**src/u8u16_pkg.sv**
```systemverilog
// Shared types and constants for the UTF-8 to UTF-16 transcoder.
// No dependencies; imported by every module of the block.
`default_nettype none

package u8u16_pkg;

  // Lead byte ranges and fixed bit patterns
  localparam logic [7:0]  ASCII_LIMIT   = 8'h80;
  localparam logic [7:0]  LEAD2_LO      = 8'hC2;
  localparam logic [7:0]  LEAD2_HI      = 8'hDF;
  localparam logic [7:0]  LEAD3_LO      = 8'hE0;
  localparam logic [7:0]  LEAD3_HI      = 8'hEF;
  localparam logic [7:0]  LEAD3_SURR    = 8'hED;
  localparam logic [7:0]  LEAD4_LO      = 8'hF0;
  localparam logic [7:0]  LEAD4_HI      = 8'hF4;
  localparam logic [1:0]  CONT_TAG      = 2'b10;
  localparam logic [7:0]  SECOND_A0     = 8'hA0;
  localparam logic [7:0]  SECOND_90     = 8'h90;
  localparam logic [5:0]  HI_SURR_TAG   = 6'b110110;  // 0xD800 >> 10
  localparam logic [5:0]  LO_SURR_TAG   = 6'b110111;  // 0xDC00 >> 10
  localparam logic [20:0] SUPP_BASE     = 21'h10000;

  // Output queue depth
  localparam int unsigned QDEPTH = 4;
  localparam int unsigned QAW    = $clog2(QDEPTH);

  // Extra bound on the byte that follows a lead byte
  typedef enum logic [2:0] {
    BND_NONE  = 3'd0,
    BND_GE_A0 = 3'd1,  // after E0: no overlong 3-byte form
    BND_LE_9F = 3'd2,  // after ED: no surrogate
    BND_GE_90 = 3'd3,  // after F0: no overlong 4-byte form
    BND_LE_8F = 3'd4   // after F4: nothing above 10FFFF
  } bound_t;

  // One result item
  typedef struct packed {
    logic [15:0] code_unit;
    logic        status;
    logic        end_of_string;
  } res_t;

  // Results produced by one byte, handed to the output queue
  typedef struct packed {
    logic [1:0] n;
    res_t       r0;
    res_t       r1;
  } push_t;

endpackage

`default_nettype wire

```
**src/utf8_to_utf16_transcoder.sv**
```systemverilog
// Top level: input byte register, decoder and result queue.
// Depends on u8u16_pkg, u8u16_decode, u8u16_outq.
//
//   channel  ports                                        dir
//   -------  -------------------------------------------  ---
//   input    in_valid in_ready in_byte_in in_final_byte   in
//   result   out_valid out_ready out_code_unit            out
//            out_status out_end_of_string
//
// One byte per cycle sustained while the queue has room. A byte is held in
// the input register, is decoded and lands in a four-entry result queue,
// from whose head its first result is offered on the output. A surrogate
// pair fills two queue entries at once; the queue drains one result per
// cycle while out_ready is high. Input stalls when under two entries are free.
// Synchronous active-low reset clears all decode state and empties the queue.
`default_nettype none

module utf8_to_utf16_transcoder import u8u16_pkg::*; (
  input  wire logic        clk,
  input  wire logic        rst_n,
  input  wire logic        in_valid,
  output logic             in_ready,
  input  wire logic [7:0]  in_byte_in,
  input  wire logic        in_final_byte,
  output logic             out_valid,
  input  wire logic        out_ready,
  output logic [15:0]      out_code_unit,
  output logic             out_status,
  output logic             out_end_of_string
);

  logic         in_vld_r;
  logic [7:0]   byte_r;
  logic         fin_r;
  logic         take;
  logic         room;
  push_t        push;
  res_t         head;
  logic [QAW:0] q_count;

  assign take     = in_vld_r && room;
  assign in_ready = !in_vld_r || take;

  // Input register
  always_ff @(posedge clk) begin
    if (!rst_n) begin
      in_vld_r <= 1'b0;
    end else if (in_ready) begin
      in_vld_r <= in_valid;
    end
  end

  always_ff @(posedge clk) begin
    if (in_ready && in_valid) begin
      byte_r <= in_byte_in;
      fin_r  <= in_final_byte;
    end
  end

  u8u16_decode u_decode (
    .clk        (clk),
    .rst_n      (rst_n),
    .take       (take),
    .byte_in    (byte_r),
    .final_byte (fin_r),
    .push       (push)
  );

  u8u16_outq u_outq (
    .clk     (clk),
    .rst_n   (rst_n),
    .push    (push),
    .room    (room),
    .q_valid (out_valid),
    .q_ready (out_ready),
    .q_head  (head),
    .q_count (q_count)
  );

  assign out_code_unit     = head.code_unit;
  assign out_status        = head.status;
  assign out_end_of_string = head.end_of_string;

  // Checks
  a_q_bound: assert property (@(posedge clk) disable iff (!rst_n)
    q_count <= (QAW+1)'(QDEPTH))
    else $error("result queue overfilled");

  a_pair_no_end: assert property (@(posedge clk) disable iff (!rst_n)
    push.n == 2'd2 |-> !push.r0.end_of_string && !push.r0.status)
    else $error("first half of a surrogate pair marked end or error");

  a_pair_high: assert property (@(posedge clk) disable iff (!rst_n)
    push.n == 2'd2 |-> push.r0.code_unit[15:10] == HI_SURR_TAG
                       && push.r1.code_unit[15:10] == LO_SURR_TAG)
    else $error("surrogate pair halves malformed");

  a_err_zero: assert property (@(posedge clk) disable iff (!rst_n)
    out_valid && out_status |-> out_code_unit == 16'd0)
    else $error("error result carries a nonzero code unit");

  a_push_room: assert property (@(posedge clk) disable iff (!rst_n)
    push.n != 2'd0 |-> take)
    else $error("results pushed without an accepted byte");

endmodule

`default_nettype wire

```
**src/u8u16_decode.sv**
```systemverilog
// Per-byte UTF-8 decode state and result generation.
// Depends on u8u16_pkg.
`default_nettype none

module u8u16_decode import u8u16_pkg::*; (
  input  wire logic       clk,
  input  wire logic       rst_n,
  input  wire logic       take,
  input  wire logic [7:0] byte_in,
  input  wire logic       final_byte,
  output push_t           push
);

  logic [1:0]  pending_r, pending_nxt;
  logic [20:0] partial_r, partial_nxt;
  bound_t      bound_r, bound_nxt;
  logic        at_second_r, at_second_nxt;
  logic        err_r, err_nxt;

  logic        bound_fail;
  logic        bad;
  logic        done;
  logic [20:0] cp;
  logic [20:0] shifted;
  logic [19:0] v;
  logic        clear;
  res_t        err_res;

  // Second-byte bound check
  always_comb begin
    bound_fail = 1'b0;
    unique case (bound_r)
      BND_GE_A0: bound_fail = byte_in <  SECOND_A0;
      BND_LE_9F: bound_fail = byte_in >= SECOND_A0;
      BND_GE_90: bound_fail = byte_in <  SECOND_90;
      BND_LE_8F: bound_fail = byte_in >= SECOND_90;
      default:   bound_fail = 1'b0;
    endcase
  end

  assign shifted = {partial_r[14:0], byte_in[5:0]};

  // Byte classification and next state
  always_comb begin
    pending_nxt   = pending_r;
    partial_nxt   = partial_r;
    bound_nxt     = bound_r;
    at_second_nxt = at_second_r;
    err_nxt       = err_r;
    bad           = 1'b0;
    done          = 1'b0;
    cp            = '0;
    if (pending_r == 2'd0) begin
      if (byte_in < ASCII_LIMIT) begin
        cp   = {13'd0, byte_in};
        done = 1'b1;
      end else if (byte_in >= LEAD2_LO && byte_in <= LEAD2_HI) begin
        partial_nxt   = {16'd0, byte_in[4:0]};
        pending_nxt   = 2'd1;
        bound_nxt     = BND_NONE;
        at_second_nxt = 1'b1;
      end else if (byte_in >= LEAD3_LO && byte_in <= LEAD3_HI) begin
        partial_nxt   = {17'd0, byte_in[3:0]};
        pending_nxt   = 2'd2;
        bound_nxt     = (byte_in == LEAD3_LO)   ? BND_GE_A0 :
                        (byte_in == LEAD3_SURR) ? BND_LE_9F : BND_NONE;
        at_second_nxt = 1'b1;
      end else if (byte_in >= LEAD4_LO && byte_in <= LEAD4_HI) begin
        partial_nxt   = {18'd0, byte_in[2:0]};
        pending_nxt   = 2'd3;
        bound_nxt     = (byte_in == LEAD4_LO) ? BND_GE_90 :
                        (byte_in == LEAD4_HI) ? BND_LE_8F : BND_NONE;
        at_second_nxt = 1'b1;
      end else begin
        bad = 1'b1;
      end
    end else begin
      if (byte_in[7:6] != CONT_TAG) begin
        bad = 1'b1;
      end else if (at_second_r && bound_fail) begin
        bad = 1'b1;
      end else begin
        partial_nxt   = shifted;
        pending_nxt   = pending_r - 2'd1;
        at_second_nxt = 1'b0;
        if (pending_r == 2'd1) begin
          cp   = shifted;
          done = 1'b1;
        end
      end
    end
    if (done) begin
      partial_nxt   = '0;
      bound_nxt     = BND_NONE;
      at_second_nxt = 1'b0;
    end
    if (bad) begin
      err_nxt = 1'b1;
    end
  end

  assign v = 20'(cp - SUPP_BASE);

  // Results for this byte
  always_comb begin
    err_res = '{code_unit: 16'd0, status: 1'b1, end_of_string: final_byte};
    push    = '{n: 2'd0, r0: err_res, r1: err_res};
    if (err_r) begin
      push.n = final_byte ? 2'd1 : 2'd0;
    end else if (bad) begin
      push.n = 2'd1;
    end else if (done) begin
      if (cp[20:16] == 5'd0) begin
        push.n  = 2'd1;
        push.r0 = '{code_unit: cp[15:0], status: 1'b0, end_of_string: final_byte};
      end else begin
        push.n  = 2'd2;
        push.r0 = '{code_unit: {HI_SURR_TAG, v[19:10]}, status: 1'b0,
                    end_of_string: 1'b0};
        push.r1 = '{code_unit: {LO_SURR_TAG, v[9:0]}, status: 1'b0,
                    end_of_string: final_byte};
      end
    end else if (final_byte) begin
      // string cut short
      push.n = 2'd1;
    end
    if (!take) begin
      push.n = 2'd0;
    end
  end

  assign clear = final_byte;

  // State registers
  always_ff @(posedge clk) begin
    if (!rst_n) begin
      pending_r   <= 2'd0;
      partial_r   <= '0;
      bound_r     <= BND_NONE;
      at_second_r <= 1'b0;
      err_r       <= 1'b0;
    end else if (take) begin
      if (clear) begin
        pending_r   <= 2'd0;
        partial_r   <= '0;
        bound_r     <= BND_NONE;
        at_second_r <= 1'b0;
        err_r       <= 1'b0;
      end else if (!err_r) begin
        pending_r   <= pending_nxt;
        partial_r   <= partial_nxt;
        bound_r     <= bound_nxt;
        at_second_r <= at_second_nxt;
        err_r       <= err_nxt;
      end
    end
  end

endmodule

`default_nettype wire

```
**src/u8u16_outq.sv**
```systemverilog
// Small result queue: takes up to two results a cycle, gives one if q_ready.
// Depends on u8u16_pkg.
`default_nettype none

module u8u16_outq import u8u16_pkg::*; (
  input  wire logic clk,
  input  wire logic rst_n,
  input  wire push_t push,
  output logic      room,
  output logic      q_valid,
  input  wire logic q_ready,
  output res_t      q_head,
  output logic [QAW:0] q_count
);

  res_t           mem_r [QDEPTH];
  logic [QAW-1:0] wr_ptr_r, rd_ptr_r;
  logic [QAW:0]   cnt_r, cnt_nxt;
  logic           pop;

  assign q_valid = (cnt_r != '0);
  assign q_head  = mem_r[rd_ptr_r];
  assign pop     = q_valid && q_ready;
  assign room    = (cnt_r <= (QAW+1)'(QDEPTH - 2));
  assign q_count = cnt_r;
  assign cnt_nxt = cnt_r + {{(QAW-1){1'b0}}, push.n} - {{QAW{1'b0}}, pop};

  // Storage, no reset needed
  always_ff @(posedge clk) begin
    if (push.n != 2'd0) begin
      mem_r[wr_ptr_r] <= push.r0;
    end
    if (push.n == 2'd2) begin
      mem_r[wr_ptr_r + QAW'(1)] <= push.r1;
    end
  end

  // Pointers and fill count
  always_ff @(posedge clk) begin
    if (!rst_n) begin
      wr_ptr_r <= '0;
      rd_ptr_r <= '0;
      cnt_r    <= '0;
    end else begin
      wr_ptr_r <= wr_ptr_r + QAW'(push.n);
      if (pop) begin
        rd_ptr_r <= rd_ptr_r + QAW'(1);
      end
      cnt_r <= cnt_nxt;
    end
  end

endmodule

`default_nettype wire
```
**config.mk**
```make
export PLATFORM = sky130hd
export DESIGN_NAME = utf8_to_utf16_transcoder
export DESIGN_NICKNAME = d
export VERILOG_FILES = /design/src/u8u16_pkg.sv /design/src/utf8_to_utf16_transcoder.sv /design/src/u8u16_decode.sv /design/src/u8u16_outq.sv
export SDC_FILE = /design/constraint.sdc
export NUM_CORES = 1
export LEC_CHECK = 0
export BUFFER_PORTS_ARGS = -buffer_cell sky130_fd_sc_hd__buf_2
export CORE_UTILIZATION = 67
export DETAILED_ROUTE_END_ITERATION = 10
export GPL_TIMING_DRIVEN = 0
export PLACE_DENSITY = 0.86
export SYNTH_ARGS = -nofsm -noshare
export SYNTH_HDL_FRONTEND = slang
export SYNTH_HIERARCHICAL = 1
export SYNTH_SLANG_ARGS = --single-unit
```
**constraint.sdc**
```tcl
create_clock -name clk -period 10.1 [get_ports clk]
set_clock_uncertainty 0.15 [all_clocks]
set_input_delay 2.02 -clock clk [delete_from_list [all_inputs] [get_ports clk]]
set_output_delay 2.02 -clock clk [all_outputs]
set_load 0.02 [all_outputs]
```
* Word-level counts from Yosys, hierarchy flattened *
Memories as Yosys holds them, arrays and structs flattened. A register that Yosys moved wholly into a read port is not among the register bits.
Index checks and enable logic that the tools add are counted.

storage, ports and cells
  flip-flop bits (word level) = 39
  logic and storage cells = 148
  bits in read-only memories = 0
  latch bits = 0
  input bits = 13
  RAM bits = 72
  memories kept = 1
  output and inout port bits = 20

cells by class
  bitwise logic cells = 0
  $add $sub $neg = 7
  multiplexer cells = 78
  $lt $le $gt $ge = 12
  multipliers = 0
  divide/modulo/power cells = 0
  shift-type cells = 0
  reductions and logical operators = 18
  eq/ne operators = 21

memories
  memory        depth  bits a word  rd ports  clocked after memory_dff  write ports  RTL line          RTL
  u_outq.mem_r  4      18           1         1                         2            u8u16_outq.sv:16  res_t mem_r [QDEPTH];

operators by type and width
  operator                count
  $mux 15                 10
  $mux 36                 3
  $mux 21                 4
  $ge 8x8->1 const B      5
  $mux 3                  11
  $eq 8x8->1 const B      4
  $mux 2                  16
  $mux 1                  30
  $le 8x8->1 const B      3
  $lt 8x8->1 const B      3
  $mux 20                 1
  $sub 20x17->20 const B  1
  $mux 18                 1
  $reduce_and 6->1        2
  $ne 3x2->1 const B      3
  $mux 8                  1
  $ne 4x2->1 const B      2
  $logic_and 1x1->1       7
  $eq 3x2->1 const B      2
  $ne 6x5->1 const B      1
  $reduce_bool 3->1       2
  $logic_not 5->1         1
  $ne 5x5->1 const B      1
  $reduce_and 5->1        1
  19 further kinds        21

* Longest topological paths before layout *
Gate-level depths: netlist of the first run.

  word-level depth = 15
  mapped depth = 18
  mapped depth without buffers = 14

* Cells and area by module *
The synthesis of the first run kept the hierarchy.

modules (own cells, without submodules)
  module                    area an instance (µm²)  cells each  instances  sequential area each (µm²)
  u8u16_outq                4062.6                  227         1          2342.2
  u8u16_decode              2088.3                  290         1          440.4
  utf8_to_utf16_transcoder  335.3                   15          1          290.3

* Least setup slack after synthesis of the first run *
No wires, ideal clock.

  path kind = register to register
  start point = register byte_r[6]
  end point = memory u_outq/mem_r[2][0] (netlist name), enable pin
  stages on the path, launching flop included = 14
  data arrival time = 3.682 ns
  path slack = 5.869 ns
  buffers on the path = 3
  clock period less this slack = 4.231 ns
  cells stage by stage = edfxtp_1 > and4bb_2 > o41ai_1 > a21oi_1 > buf_2 > buf_2 > nand2_1 > ha_1 > inv_1 > nor2_4 > o221a_1 > buf_6 > or3b_2 > a21oi_1

RTL lines
  what                    RTL line                        RTL
  from (decl)             utf8_to_utf16_transcoder.sv:33  logic [7:0] byte_r;
  from (signal assigned)  utf8_to_utf16_transcoder.sv:55  byte_r <= in_byte_in;
  to (decl)               u8u16_outq.sv:16

==> summary.md, run 1 <==
| Metric | Value |
|---|---|
| Area of the die | 10080 um^2 |
| CP bufs+invs | 3 |
| Post-synthesis cell area | 6486 um^2 |
| Worst EP required | 7.93 ns |
| Mux contribution to synthesized area | 0.2010 |
| Synth-to-Final Area Change | 15.64% |
| Peak VDD IR | 140.0 uV |
| Layout cells sized above 1 | 0.3667 |
| Critical Path Stages | 4 |
| First-pass GRT wire length | 24780 um |
| Antenna-violating nets left | 0 |
| Max frequency | 216.9 MHz |
| Synth Area in Adders | 0.01273 |
| Synth area leader | edfxtp_1 |
| Core ar. | 9328 um^2 |
| Postcts setup bufs | 0 |
| Leakage | 0.002736 uW |
| Post-synthesis simple-gate area fraction | 0.1360 |
| Initial antenna violation count | 0 |
| Family with the most delay on the worst path | buffers and inverters |
| Top_reg_cell synth | edfxtp_1 |
| EDFF count, synth | 81 |
| Largest net degree at the start of global routing | 17 |
| Worst Slack Setup Final | 5.491 ns |
| Fillers | 508 |
| Initial core utilization | 0.6954 |
| H-tree depth | 4 |
| Outcome | finished clean |
| Longest Clk Path Bufs | 2 |
| Number of global-route vias before repair | 4827 |
| Routed vias | 4885 |
| Power Density | 199.3 nW/um^2 |
| GR peak layer | met2 |
| XOR/XNOR Fraction of Synth Area | 0.008295 |
| Largest family of logic cells by synthesized area | multiplexers |
| Syn Nets | 551 |
| Setup violators final | 0 |
| R2R depth | 15 |
| PnR Total Power | 1495 uW |
| Final wirelength | 15900 um |
| Crit path max fanout | 10 |
| Final Util | 0.8042 |
| DR WL/cell | 21.81 um |
| GPL Wtd Cong | 0.9407 |
| Final Max Tran Viols | 0 |
| RSZ-0062 raised after global routing | false |
| Yosys warning count | 6 |
| Post-synth ARST share | 0 |
| Setup slack at placement | 5.719 ns |
| Violation count after the first detailed-route iteration | 671 |
| Cells resized by post-CTS repair | 0 |
| Hold Violations, Final | 0 |
| CP max stage delay | 0.55 ns |
| CP arrival | 2.44 ns |
| Slew Limit Headroom | 0.4831 |
| Avg Cell Area, Syn | 12.19 um^2 |
| Share of the synthesized area in the top cell type | 0.3750 |
| GRT Overall Usage | 0.3302 |
| # IOs | 33 |
| Die W | 100.4 um |
| Hold buffer count at cts | 0 |
| Port bufs | 32 |
| Setup tns final | 0 ns |
| Crit-path cells | buf_1 > clkbuf_1 > mux4_2 > buf_2 |
| Total clock sinks | 113 |
| Fin nets | 606 |
| DRT Pass-1 Iters | 6 |
| GR Overflow Total | 0 |
| Slew @ Worst Pin | 0.7721 ns |
| Chip height | 100.4 um |
| WHS Path Cells | 2 |
| Synth unique cells | 78 |
| Nature of the critical path startpoint | flip-flop |
| Synth Instances | 532 |
| Worst setup EP type | output port |
| Global routing usage on met1 | 0.4071 |
| Final min period | 4.610 ns |
| Root Buffer | clkbuf_8 |
| DR DRC count | 0 |
| Clock latency on the worst-skew pair | 0.51 ns |
| Post-synthesis register bit count | 113 |
| Antenna diode count | 0 |
| MaxCap Viol Count | 0 |
| Post-DP HPWL | 10380 um |
| TritonCTS clock tree | built |
| Average vias per placed instance | 6.701 |
| FF-to-FF setup slack | 5.54 ns |
| Clock-pin slew of the registers on the worst-case setup and hold paths | 0.06 ns |
| Critical Path Slowest Stage Cell | clkbuf_1 |
| Met3 Use GR | 0.06128 |
| Site Rows | 35 |
| Met2 Use GR | 0.5717 |
| Hold WC Path Type | flip-flop to flip-flop |
| Compound-Gate Fraction of Synth Area | 0.1127 |
| CTS Buf Count | 17 |
| Main area contributors after synthesis | edfxtp_1, mux2_2, dfxtp_1, mux4_2, mux2_4 |
| Critical path class | flip-flop to output port |
| Period utilization | 0.4564 |
| Part of the Yosys area used for sequential elements | 0.4738 |
[cells in the mapped netlist (4+ instances only)]
library cell,n
nor3_1,11
buf_4,10
o31ai_1,6
mux2_2,62
ha_1,5
a21oi_1,16
buf_6,6
o21ai_1,12
nor4_1,5
nand2_1,40
and2_1,6
edfxtp_1,81
nand3_1,15
nor2_1,19
clkbuf_1,11
nand4_1,4
buf_2,14
mux2i_1,5
a31oi_1,18
nor2b_1,5
mux4_2,18
nand2b_1,5
inv_1,14
nor3b_1,5
and3_1,10
o32ai_1,5
dfxtp_1,32
mux2_4,10
o211ai_1,8
[metrics by stage]
step	cells	hold slack [ns]	area [um^2]
floorplan	532	0.2989	6486
global placement	693	0.3086	6808
detailed placement	697	0.3290	6877
CTS	729	0.3346	7501
global route	729	0.3631	7501
finish	729	0.3350	7501
[worst reg2reg max path, cell delays in order (launching register included)]
cell and delay (ns):
edfxtp_1 0.49, and4bb_2 0.38, o41ai_1 0.07, a21oi_1 0.20, buf_2 0.25, buf_2 0.24, nand2_1 0.09, ha_1 0.25
inv_1 0.25, nor2_4 0.08, buf_2 0.19, nor3b_1 0.21, buf_2 0.22, nor4b_4 0.67, buf_8 0.26, mux2_4 0.32
[power by group]
group	internal, uW	switching, uW
clock	405	224
combinational	138	176
sequential	532	19.2
total	1080	419
[final cells by class]
type | count | area (um^2) | area share
buffer | 46 | 304.0 | 0.04053
clock buffer | 18 | 417.9 | 0.05571
clock inverter | 14 | 206.4 | 0.02752
inverter | 14 | 52.55 | 0.007006
multi-input combinational | 359 | 3069 | 0.4092
sequential | 113 | 3073 | 0.4097
tap | 129 | 161.4 | 0.02152
timing repair buffer | 36 | 216.5 | 0.02886
[final timing paths]
path	end	from
worst max-delay path	out_code_unit[5]	flip-flop
worst min-delay path	flip-flop	u_outq/rd_ptr_r[1]
worst max register to register	u_outq/mem_r[1][9]	byte_r[6]
worst min register to register	flip-flop	u_outq/rd_ptr_r[1]
[state kept, by name, indices dropped and copies added, names as in the netlist, named ones only]
register	flops
u_decode/pending_r	2
u_outq/wr_ptr_r	2
u_decode/partial_r	15
u_decode/bound_r	3
byte_r	8
u_decode/err_r	1
u_outq/rd_ptr_r	2
u_decode/at_second_r	1
fin_r	1
in_vld_r	1
u_outq/mem_r	72
u_outq/q_count	3
[layout by cell type, fill, tap and decap left out, drive strengths merged, types with 5 or more instances in the layout]
cell    instances
o211ai          8
nand2b          6
nor2b           5
buf            69
nor4            5
clkbuf         31
inv            17
or2             5
nor3           11
dfxtp          32
and2            9
a31oi          18
nand2          40
nor2           21
and3           10
mux2           72
mux2i           5
o32ai           5
nor3b           5
o31ai           7
ha              5
mux4           18
a21oi          17
nand3          15
edfxtp         81
o21ai          16
[cell families after synthesis]
| family | count (synthesis) |
|---|---|
| AO/OA/AOI/OAI | 100 |
| XOR/XNOR | 3 |
| adder cells (fa/ha/maj) | 6 |
| buffers and inverters | 60 |
| flip-flops | 113 |
| multiplexers | 95 |
| other | 1 |
| AND/OR/NAND/NOR | 154 |
[layer usage]
metal  vias to the layer above  routed length (um)
met4                         0                 460
met1                      2304                5838
met2                       362                8067
met3                        55                1532
met5                         -                   0
li1                       2164                   -
(Power assumes the default switching activity.)
==> run 2: changes to the inputs <==
--- a/config.mk
+++ b/config.mk
@@ -6,10 +6,10 @@
 export NUM_CORES = 1
 export LEC_CHECK = 0
 export BUFFER_PORTS_ARGS = -buffer_cell sky130_fd_sc_hd__buf_2
-export CORE_UTILIZATION = 67
+export CORE_UTILIZATION = 56
 export DETAILED_ROUTE_END_ITERATION = 10
 export GPL_TIMING_DRIVEN = 0
-export PLACE_DENSITY = 0.86
+export PLACE_DENSITY = 0.77
 export SYNTH_ARGS = -nofsm -noshare
 export SYNTH_HDL_FRONTEND = slang
 export SYNTH_HIERARCHICAL = 1
==> constraint.sdc (replaced) <==
create_clock -name clk -period 4.1 [get_ports clk]
set_clock_uncertainty 0.15 [all_clocks]
set_input_delay 0.82 -clock clk [delete_from_list [all_inputs] [get_ports clk]]
set_output_delay 0.82 -clock clk [all_outputs]
set_load 0.02 [all_outputs]
==> run 2 against run 1 <==
- combinational power rose by 150%
- largest cell class is now multi-input combinational cells
- total power increased by 140%
- first-iteration DRC count is 50% lower
- critical path type is now flip-flop to flip-flop
- critical path depth rose by 10
- flip-flop and latch count stayed put
- cell count rose by 2.2%
==> summary.md, run 2 (synthesis gave the netlist of run 1 again) <==
| Metric | Value |
|---|---|
| Clock latency on the worst-skew pair | 0.42 ns (was 0.51 ns) |
| Largest net degree at the start of global routing | 19 (was 17) |
| Most common cell after layout, fill and taps aside | edfxtp_1 (unchanged) |
| Violation count after the first detailed-route iteration | 337 (was 671) |
| DR WL/cell | 20.07 um (was 21.81 um) |
| Chip height | 109.6 um (was 100.4 um) |
| Final Max Tran Viols | 0 (unchanged) |
| Worst Slack Setup Final | 0.1926 ns (was 5.491 ns) |
| Power Density | 467.8 nW/um^2 (was 199.3 nW/um^2) |
| Most frequent cells in the layout | edfxtp_1, mux2_2, buf_2, nand2_1, dfxtp_1 (unchanged) |
| Worst setup EP type | flip-flop (was output port) |
| PnR Total Power | 3542 uW (was 1495 uW) |
| Final wirelength | 14950 um (was 15900 um) |
| WL met2 | 7514 um (was 8067 um) |
| Antenna-violating nets left | 0 (unchanged) |
| MaxCap Viol Count | 0 (unchanged) |
| Antenna diode count | 0 (unchanged) |
| Core ar. | 11080 um^2 (was 9328 um^2) |
| Root Buffer | clkbuf_16 (was clkbuf_8) |
| Period utilization | 0.9530 |
| Slew Limit Headroom | 0.5836 (was 0.4831) |
| Die W | 109.6 um (was 100.4 um) |
| Layout cells sized above 1 | 0.3719 (was 0.3667) |
| Area of the die | 12020 um^2 (was 10080 um^2) |
| Wire length on met3 | 961 um (was 1532 um) |
| CTS Buf Count | 17 (unchanged) |
| Leakage | 0.002764 uW (was 0.002736 uW) |
| Outcome | finished clean (unchanged) |
| Met1 WL | 6210 um (was 5838 um) |
| Post-DP HPWL | 9984 um (was 10380 um) |
| DRT Pass-1 Iters | 5 (was 6) |
| Hold buffer count at cts | 0 (unchanged) |
| Clk network pwr share | 0.397 (was 0.421) |
| GRT Overall Usage | 0.2697 (was 0.3302) |
| Hold Violations, Final | 0 (unchanged) |
| Critical path class | flip-flop to flip-flop (was flip-flop to output port) |
| TritonCTS clock tree | built (unchanged) |
| Largest regs | u_outq/mem_r: 72 flops, u_decode/partial_r: 15 flops, byte_r: 8 flops (unchanged) |
| Setup tns final | 0 ns (unchanged) |
| Sw power | 964.6 uW (was 419.4 uW) |
| Max reg flops | 72 (unchanged) |
| Synth-to-Final Area Change | 16.72% (was 15.64%) |
| Number of global-route vias before repair | 4594 (was 4827) |
| GPL Wtd Cong | 0.8981 (was 0.9407) |
| Slew @ Worst Pin | 0.6246 ns (was 0.7721 ns) |
| # IOs | 33 (unchanged) |
| Final min period | 3.907 ns |
| Fin nets | 611 (was 606) |
| Final Util | 0.6834 (was 0.8042) |
| Setup violators final | 0 (unchanged) |
| Max frequency | 255.9 MHz |
| Nature of the critical path startpoint | flip-flop (unchanged) |
| Switching Fraction | 0.2723 (was 0.2805) |
| Setup slack at placement | -0.5349 ns (was 5.719 ns) |
| Peak VDD IR | 359.6 uV (was 140.0 uV) |
| Clock-pin slew of the registers on the worst-case setup and hold paths | 0.05 ns (was 0.06 ns) |
| Comb pwr share | 0.220 (was 0.210) |
| Highest metal used | met4 (unchanged) |
| GR Overflow Total | 0 (unchanged) |
| H-tree depth | 4 (unchanged) |
| Fin cells | 745 (was 729) |
| DR DRC count | 0 (unchanged) |
| Initial core utilization | 0.5855 (was 0.6954) |
| Average vias per placed instance | 6.258 (was 6.701) |
| Site Rows | 38 (was 35) |
| Worst EP required | 4.12 ns (was 7.93 ns) |
| CP arrival | 3.92 ns (was 2.44 ns) |
| Placed insts | 707 (was 697) |
| Crit path max fanout | 10 (unchanged) |
| Longest Clk Path Bufs | 2 (unchanged) |
| Hold WC Path Type | flip-flop to flip-flop (unchanged) |
| First-pass GRT wire length | 23580 um (was 24780 um) |
| Sequential power share | 0.383 (was 0.369) |
| Routed vias | 4662 (was 4885) |
| Total clock sinks | 113 (unchanged) |
| Port bufs | 32 (unchanged) |
| Initial antenna violation count | 0 (unchanged) |
| Internal power | 2577 uW (was 1076 uW) |
| Largest Register | u_outq/mem_r (unchanged) |
[run 2: cell types whose count changed in the layout (fill, tap and decap cells not counted), moves of 2 or more]
| cell | change |
|---|---|
| clkbuf_1 | +4 |
| buf_8 | -2 |
| buf_16 | +2 |
| clkinv_2 | +6 |
| buf_4 | +9 |
| clkinv_4 | -4 |
| inv_6 | -2 |
| buf_2 | -6 |
| bufinv_16 | -2 |
| clkinvlp_4 | -3 |
[run 2: stage by stage]
step | hold WS [ns] | instance area (um^2)
4_1_cts | 0.3426 | 7520
3_3_place_gp | 0.3129 | 6825
2_1_floorplan | 0.2989 | 6490
6_report | 0.3433 | 7571
3_5_place_dp | 0.3338 | 6904
5_1_grt | 0.3771 | 7571
[run 2: cell type report]
cell class	count	area, um^2
fill	786	3507
multi-input combinational	359	3094
sequential	113	3073
clock buffer	24	471.7
buffer	45	319.1
timing repair buffer	42	295.3
tap	140	175.2
clock inverter	8	90.09
inverter	14	52.55
[run 2: worst paths after layout]
| path | from | endpoint | slack, ns | cells after the start |
|---|---|---|---|---|
| worst max-delay path | byte_r[5] | u_outq/mem_r[0][10] | 0.19 | 14 |
| worst min-delay path | u_decode/partial_r[14] | u_decode/partial_r[14] | 0.34 | 2 |
| worst max register to register | byte_r[5] | u_outq/mem_r[0][10] | 0.19 | 14 |
| worst min register to register | u_decode/partial_r[14] | u_decode/partial_r[14] | 0.34 | 2 |
[run 2: per-layer routing]
layer | vias up | global-route usage
li1 | 2167 | -
met2 | 200 | 0.4403
met4 | 0 | 0.1124
met1 | 2271 | 0.3400
met3 | 24 | 0.06995
met5 | - | 0
[run 2: critical path, cell delays in order (launching register included)]
cell and delay [ns]:
edfxtp_1 0.47, buf_2 0.25, o41ai_2 0.36, a21oi_2 0.08, buf_6 0.15, buf_4 0.16, nand2_1 0.08, ha_1 0.25
inv_2 0.09, nor2_4 0.14, o221a_1 0.34, buf_6 0.18, nand4b_2 0.31, buf_4 0.28, mux2_2 0.36
[run 2: what timing repair did]
action                                  CTS  global route
buffers inserted                          4             3
endpoints found under the setup margin   67           136
pin swaps                                 1             0
gates resized for setup                   6             9
[run 2: power groups by stage]
stage	combinational, uW	clock (uW)	sequential, uW
after floorplan	577	0	1360
after global placement	741	0	1380
after detailed placement	768	0	1380
after CTS	782	1420	1360
after global routing	852	1480	1370
final	780	1410	1360
==> run 3: changes to the inputs <==
--- a/config.mk
+++ b/config.mk
@@ -5,11 +5,13 @@
 export SDC_FILE = /design/constraint.sdc
 export NUM_CORES = 1
 export LEC_CHECK = 0
+export ABC_AREA = 1
 export BUFFER_PORTS_ARGS = -buffer_cell sky130_fd_sc_hd__buf_2
 export CORE_UTILIZATION = 56
 export DETAILED_ROUTE_END_ITERATION = 10
 export GPL_TIMING_DRIVEN = 0
 export PLACE_DENSITY = 0.77
+export SKIP_CTS_REPAIR_TIMING = 1
 export SYNTH_ARGS = -nofsm -noshare
 export SYNTH_HDL_FRONTEND = slang
 export SYNTH_HIERARCHICAL = 1
==> run 3 against run 2 <==
- flip-flop and latch count unchanged
- first-iteration DRC count up 43%
- synthesized cell count up 41%
- register-to-register slack better by 0.06 ns
- combinational power up 33%
- die area down 2.1%
- highest routed layer unchanged
- sequential power up 5%
- fmax up 1.5%
- clock-buffer cell count down 3
- non-clock buffer count unchanged
- critical path depth up 7
- worst setup slack better by 0.057 ns
==> summary.md, run 3 <==
| Metric | Value |
|---|---|
| Part of the Yosys area used for sequential elements | 0.4839 (was 0.4738) |
| GPL Wtd Cong | 0.9349 (was 0.8981) |
| Slew Limit Headroom | 0.4712 (was 0.5836) |
| Yosys warning count | 6 (unchanged) |
| Final min period | 3.850 ns (was 3.907 ns) |
| Clock latency on the worst-skew pair | 0.42 ns (about the same) |
| DR DRC count | 0 (unchanged) |
| Area of the die | 11770 um^2 (was 12020 um^2) |
| Critical path class | flip-flop to flip-flop (unchanged) |
| Worst setup EP type | flip-flop (unchanged) |
| Most common library cells after synthesis | nand2_1, nor2_1, edfxtp_1 (was edfxtp_1, mux2_2, nand2_1) |
| Initial core utilization | 0.5807 (was 0.5855) |
| Fin nets | 830 (was 611) |
| WHS Path Cells | 2 (unchanged) |
| MaxCap Viol Count | 0 (unchanged) |
| Main area contributors after synthesis | edfxtp_1, dfxtp_1, nand2_1, o21ai_2, nor2_1 (was edfxtp_1, mux2_2, dfxtp_1, mux4_2, mux2_4) |
| Outcome | finished clean (unchanged) |
| Synth unique cells | 42 (was 78) |
| Post-synth ARST share | 0 (unchanged) |
| CP max stage delay | 0.37 ns (was 0.47 ns) |
| Leakage | 0.002876 uW (was 0.002764 uW) |
| Max frequency | 259.7 MHz (was 255.9 MHz) |
| DR WL/cell | 17.17 um (was 20.07 um) |
| WHS | 0.3434 ns (was 0.3433 ns) |
| CP most frequent cell | nand3_4 |
| Clk network pwr share | 0.375 (was 0.397) |
| Number of global-route vias before repair | 5124 (was 4594) |
| Count leader, synth | nand2_1 (was edfxtp_1) |
| Hold Violations, Final | 0 (unchanged) |
| TritonCTS clock tree | built (unchanged) |
| Final wirelength | 16550 um (was 14950 um) |
| Longest Clk Path Bufs | 2 (unchanged) |
| GR peak layer | met2 (unchanged) |
| Crit-path cells | buf_6 > nor2_1 > nor2_1 > nand3_1 > nand2_1 > nand2_2 > nand3_4 > inv_1 > clkbuf_4 > nand2_1 > ha_1 > o21ai_4 > nand3_4 > buf_2 > nor2_4 > inv_2 > nor2_8 > nand3_4 > buf_6 > o31ai_4 > clkbuf_16 (was buf_2 > o41ai_2 > a21oi_2 > buf_6 > buf_4 > nand2_1 > ha_1 > inv_2 > nor2_4 > o221a_1 > buf_6 > nand4b_2 > buf_4 > mux2_2) |
| Met3 Use GR | 0.06148 (was 0.06995) |
| Critical Path Stages | 21 (was 14) |
| DRT Pass-1 Iters | 5 (unchanged) |
| Largest regs | u_outq/mem_r: 72 flops, u_decode/partial_r: 15 flops, byte_r: 8 flops (unchanged) |
| Site Rows | 38 (unchanged) |
| Most frequent cells in the layout | nand2_1, nor2_1, edfxtp_1, inv_1, o21ai_2 (was edfxtp_1, mux2_2, buf_2, nand2_1, dfxtp_1) |
| Syn Nets | 767 (was 551) |
| Synth area leader | edfxtp_1 (unchanged) |
| H-tree depth | 4 (unchanged) |
| Violation count after the first detailed-route iteration | 481 (was 337) |
| Port bufs | 32 (unchanged) |
| Post-synthesis register bit count | 113 (unchanged) |
| Routed vias | 5552 (was 4662) |
| Final Util | 0.6889 (was 0.6834) |
| Top_reg_cell synth | edfxtp_1 (unchanged) |
| Worst EP required | 4.08 ns (was 4.12 ns) |
| Nature of the critical path startpoint | flip-flop (unchanged) |
| Root Buffer | clkbuf_16 (unchanged) |
| Comb pwr share | 0.263 (was 0.220) |
| Antenna diode count | 0 (unchanged) |
| Core ar. | 10940 um^2 (was 11080 um^2) |
| Sw power | 1287 uW (was 964.6 uW) |
| Family with the most delay on the worst path | buffers and inverters (unchanged) |
| Power Density | 525.7 nW/um^2 (was 467.8 nW/um^2) |
| Period utilization | 0.9390 (was 0.9530) |
| Met2 Use GR | 0.4977 (was 0.4403) |
| Initial antenna violation count | 0 (unchanged) |
| Post-DP HPWL | 11180 um (was 9984 um) |
| # IOs | 33 (unchanged) |
| Critical Path Slowest Stage Cell | edfxtp_1 (unchanged) |
| Largest net degree at the start of global routing | 19 (unchanged) |
| CTS Buf Count | 17 (unchanged) |
| Average vias per placed instance | 5.759 (was 6.258) |
| R2R depth | 21 (was 14) |
| Max reg flops | 72 (unchanged) |
| EDFF count, synth | 81 (unchanged) |
| Most common cell after layout, fill and taps aside | nand2_1 (was edfxtp_1) |
| GR Overflow Total | 0 (unchanged) |
| CP arrival | 3.83 ns (was 3.92 ns) |
| Share of the synthesized area in the top cell type | 0.3831 (was 0.3750) |
| Post-synthesis cell area | 6350 um^2 (was 6486 um^2) |
| Internal power | 2673 uW (was 2577 uW) |
| Peak VDD IR | 297.3 uV (was 359.6 uV) |
| Layout cells sized above 1 | 0.2257 (was 0.3719) |
| Clock-pin slew of the registers on the worst-case setup and hold paths | 0.05 ns (about the same) |
| CP bufs+invs | 7 (was 6) |
| RSZ-0062 raised after global routing | false |
| Global routing usage on met1 | 0.3616 (was 0.3400) |
| Antenna-violating nets left | 0 (unchanged) |
| Sequential power share | 0.362 (was 0.383) |
| Avg Cell Area, Syn | 8.489 um^2 (was 12.19 um^2) |
| First-pass GRT wire length | 25700 um (was 23580 um) |
| Die W | 108.5 um (was 109.6 um) |
| Synth Instances | 748 (was 532) |
| Total clock sinks | 113 (unchanged) |
| Largest Register | u_outq/mem_r (unchanged) |
| Crit path max fanout | 10 (unchanged) |
| Chip height | 108.5 um (was 109.6 um) |
| Slew @ Worst Pin | 0.7932 ns (was 0.6246 ns) |
| Setup violators final | 0 (unchanged) |
| Hold WC Path Type | flip-flop to flip-flop (unchanged) |
| Synth-to-Final Area Change | 18.64% (was 16.72%) |
| Final Max Tran Viols | 0 (unchanged) |
| GRT Overall Usage | 0.2917 (was 0.2697) |
| Switching Fraction | 0.3250 (was 0.2723) |
run 3: final cells by class:
cell class	instances	area (um^2)
plain buffers	43	309.0
clock buffers	21	460.4
clock inverters	11	138.9
fillers	830	3402
inverters	70	266.5
multi-input cells	522	2785
flip-flops and latches	113	3073
well taps	140	175.2
repair buffers	44	325.3
run 3: cell families (layout without fill, tap and decap cells):
kind of cell / Yosys count / count (layout) / synth area share
flip-flops: 113 / 113 / 0.4839
other: 1 / 1 / 0.0005906
buffers and inverters: 113 / 189 / 0.08965
AND/OR/NAND/NOR: 334 / 334 / 0.2331
AO/OA/AOI/OAI: 181 / 181 / 0.1797
adder cells (fa/ha/maj): 6 / 6 / 0.01301
run 3: through the flow:
step           TNS, ns  setup WS [ns]  cell area (um^2)  total power (uW)  std cells
6_report             0         0.2500              7533              3960        964
4_1_cts         -4.899        -0.2392              7385              3940        955
3_5_place_dp    -4.333        -0.2093              6785              2463        923
2_1_floorplan   -15.51        -0.2154              6350              2157        748
3_3_place_gp   -108.98         -1.581              6685              2408        920
5_1_grt              0        0.02313              7533              4149        964
run 3: path summary, 6_finish.rpt:
| kind | end | from | slack [ns] |
|---|---|---|---|
| max reg2reg | u_outq/mem_r[2][9] | byte_r[5] | 0.25 |
| min | in_vld_r | in_vld_r | 0.34 |
| min reg2reg | in_vld_r | in_vld_r | 0.34 |
| max | u_outq/mem_r[2][9] | byte_r[5] | 0.25 |
run 3: power groups by stage:
| stage | Clock (uW) | Combinational [uW] | Sequential [uW] |
|---|---|---|---|
| finish | 1490 | 1040 | 1430 |
| detailed placement | 0 | 1010 | 1450 |
| floorplan | 0 | 729 | 1430 |
| global route | 1550 | 1160 | 1440 |
| global placement | 0 | 959 | 1450 |
| CTS | 1490 | 1020 | 1430 |
run 3: routing by layer:
| layer | up-vias | wire length (um) |
|---|---|---|
| met1 | 2579 | 6663 |
| met4 | 0 | 360 |
| met2 | 260 | 8143 |
| li1 | 2668 | - |
| met5 | - | 0 |
| met3 | 45 | 1384 |
run 3: tightest hold or removal path: stages (launching register included):
cell	delay (ns)
dfxtp_1	0.32
nand2_2	0.08
a21oi_2	0.04
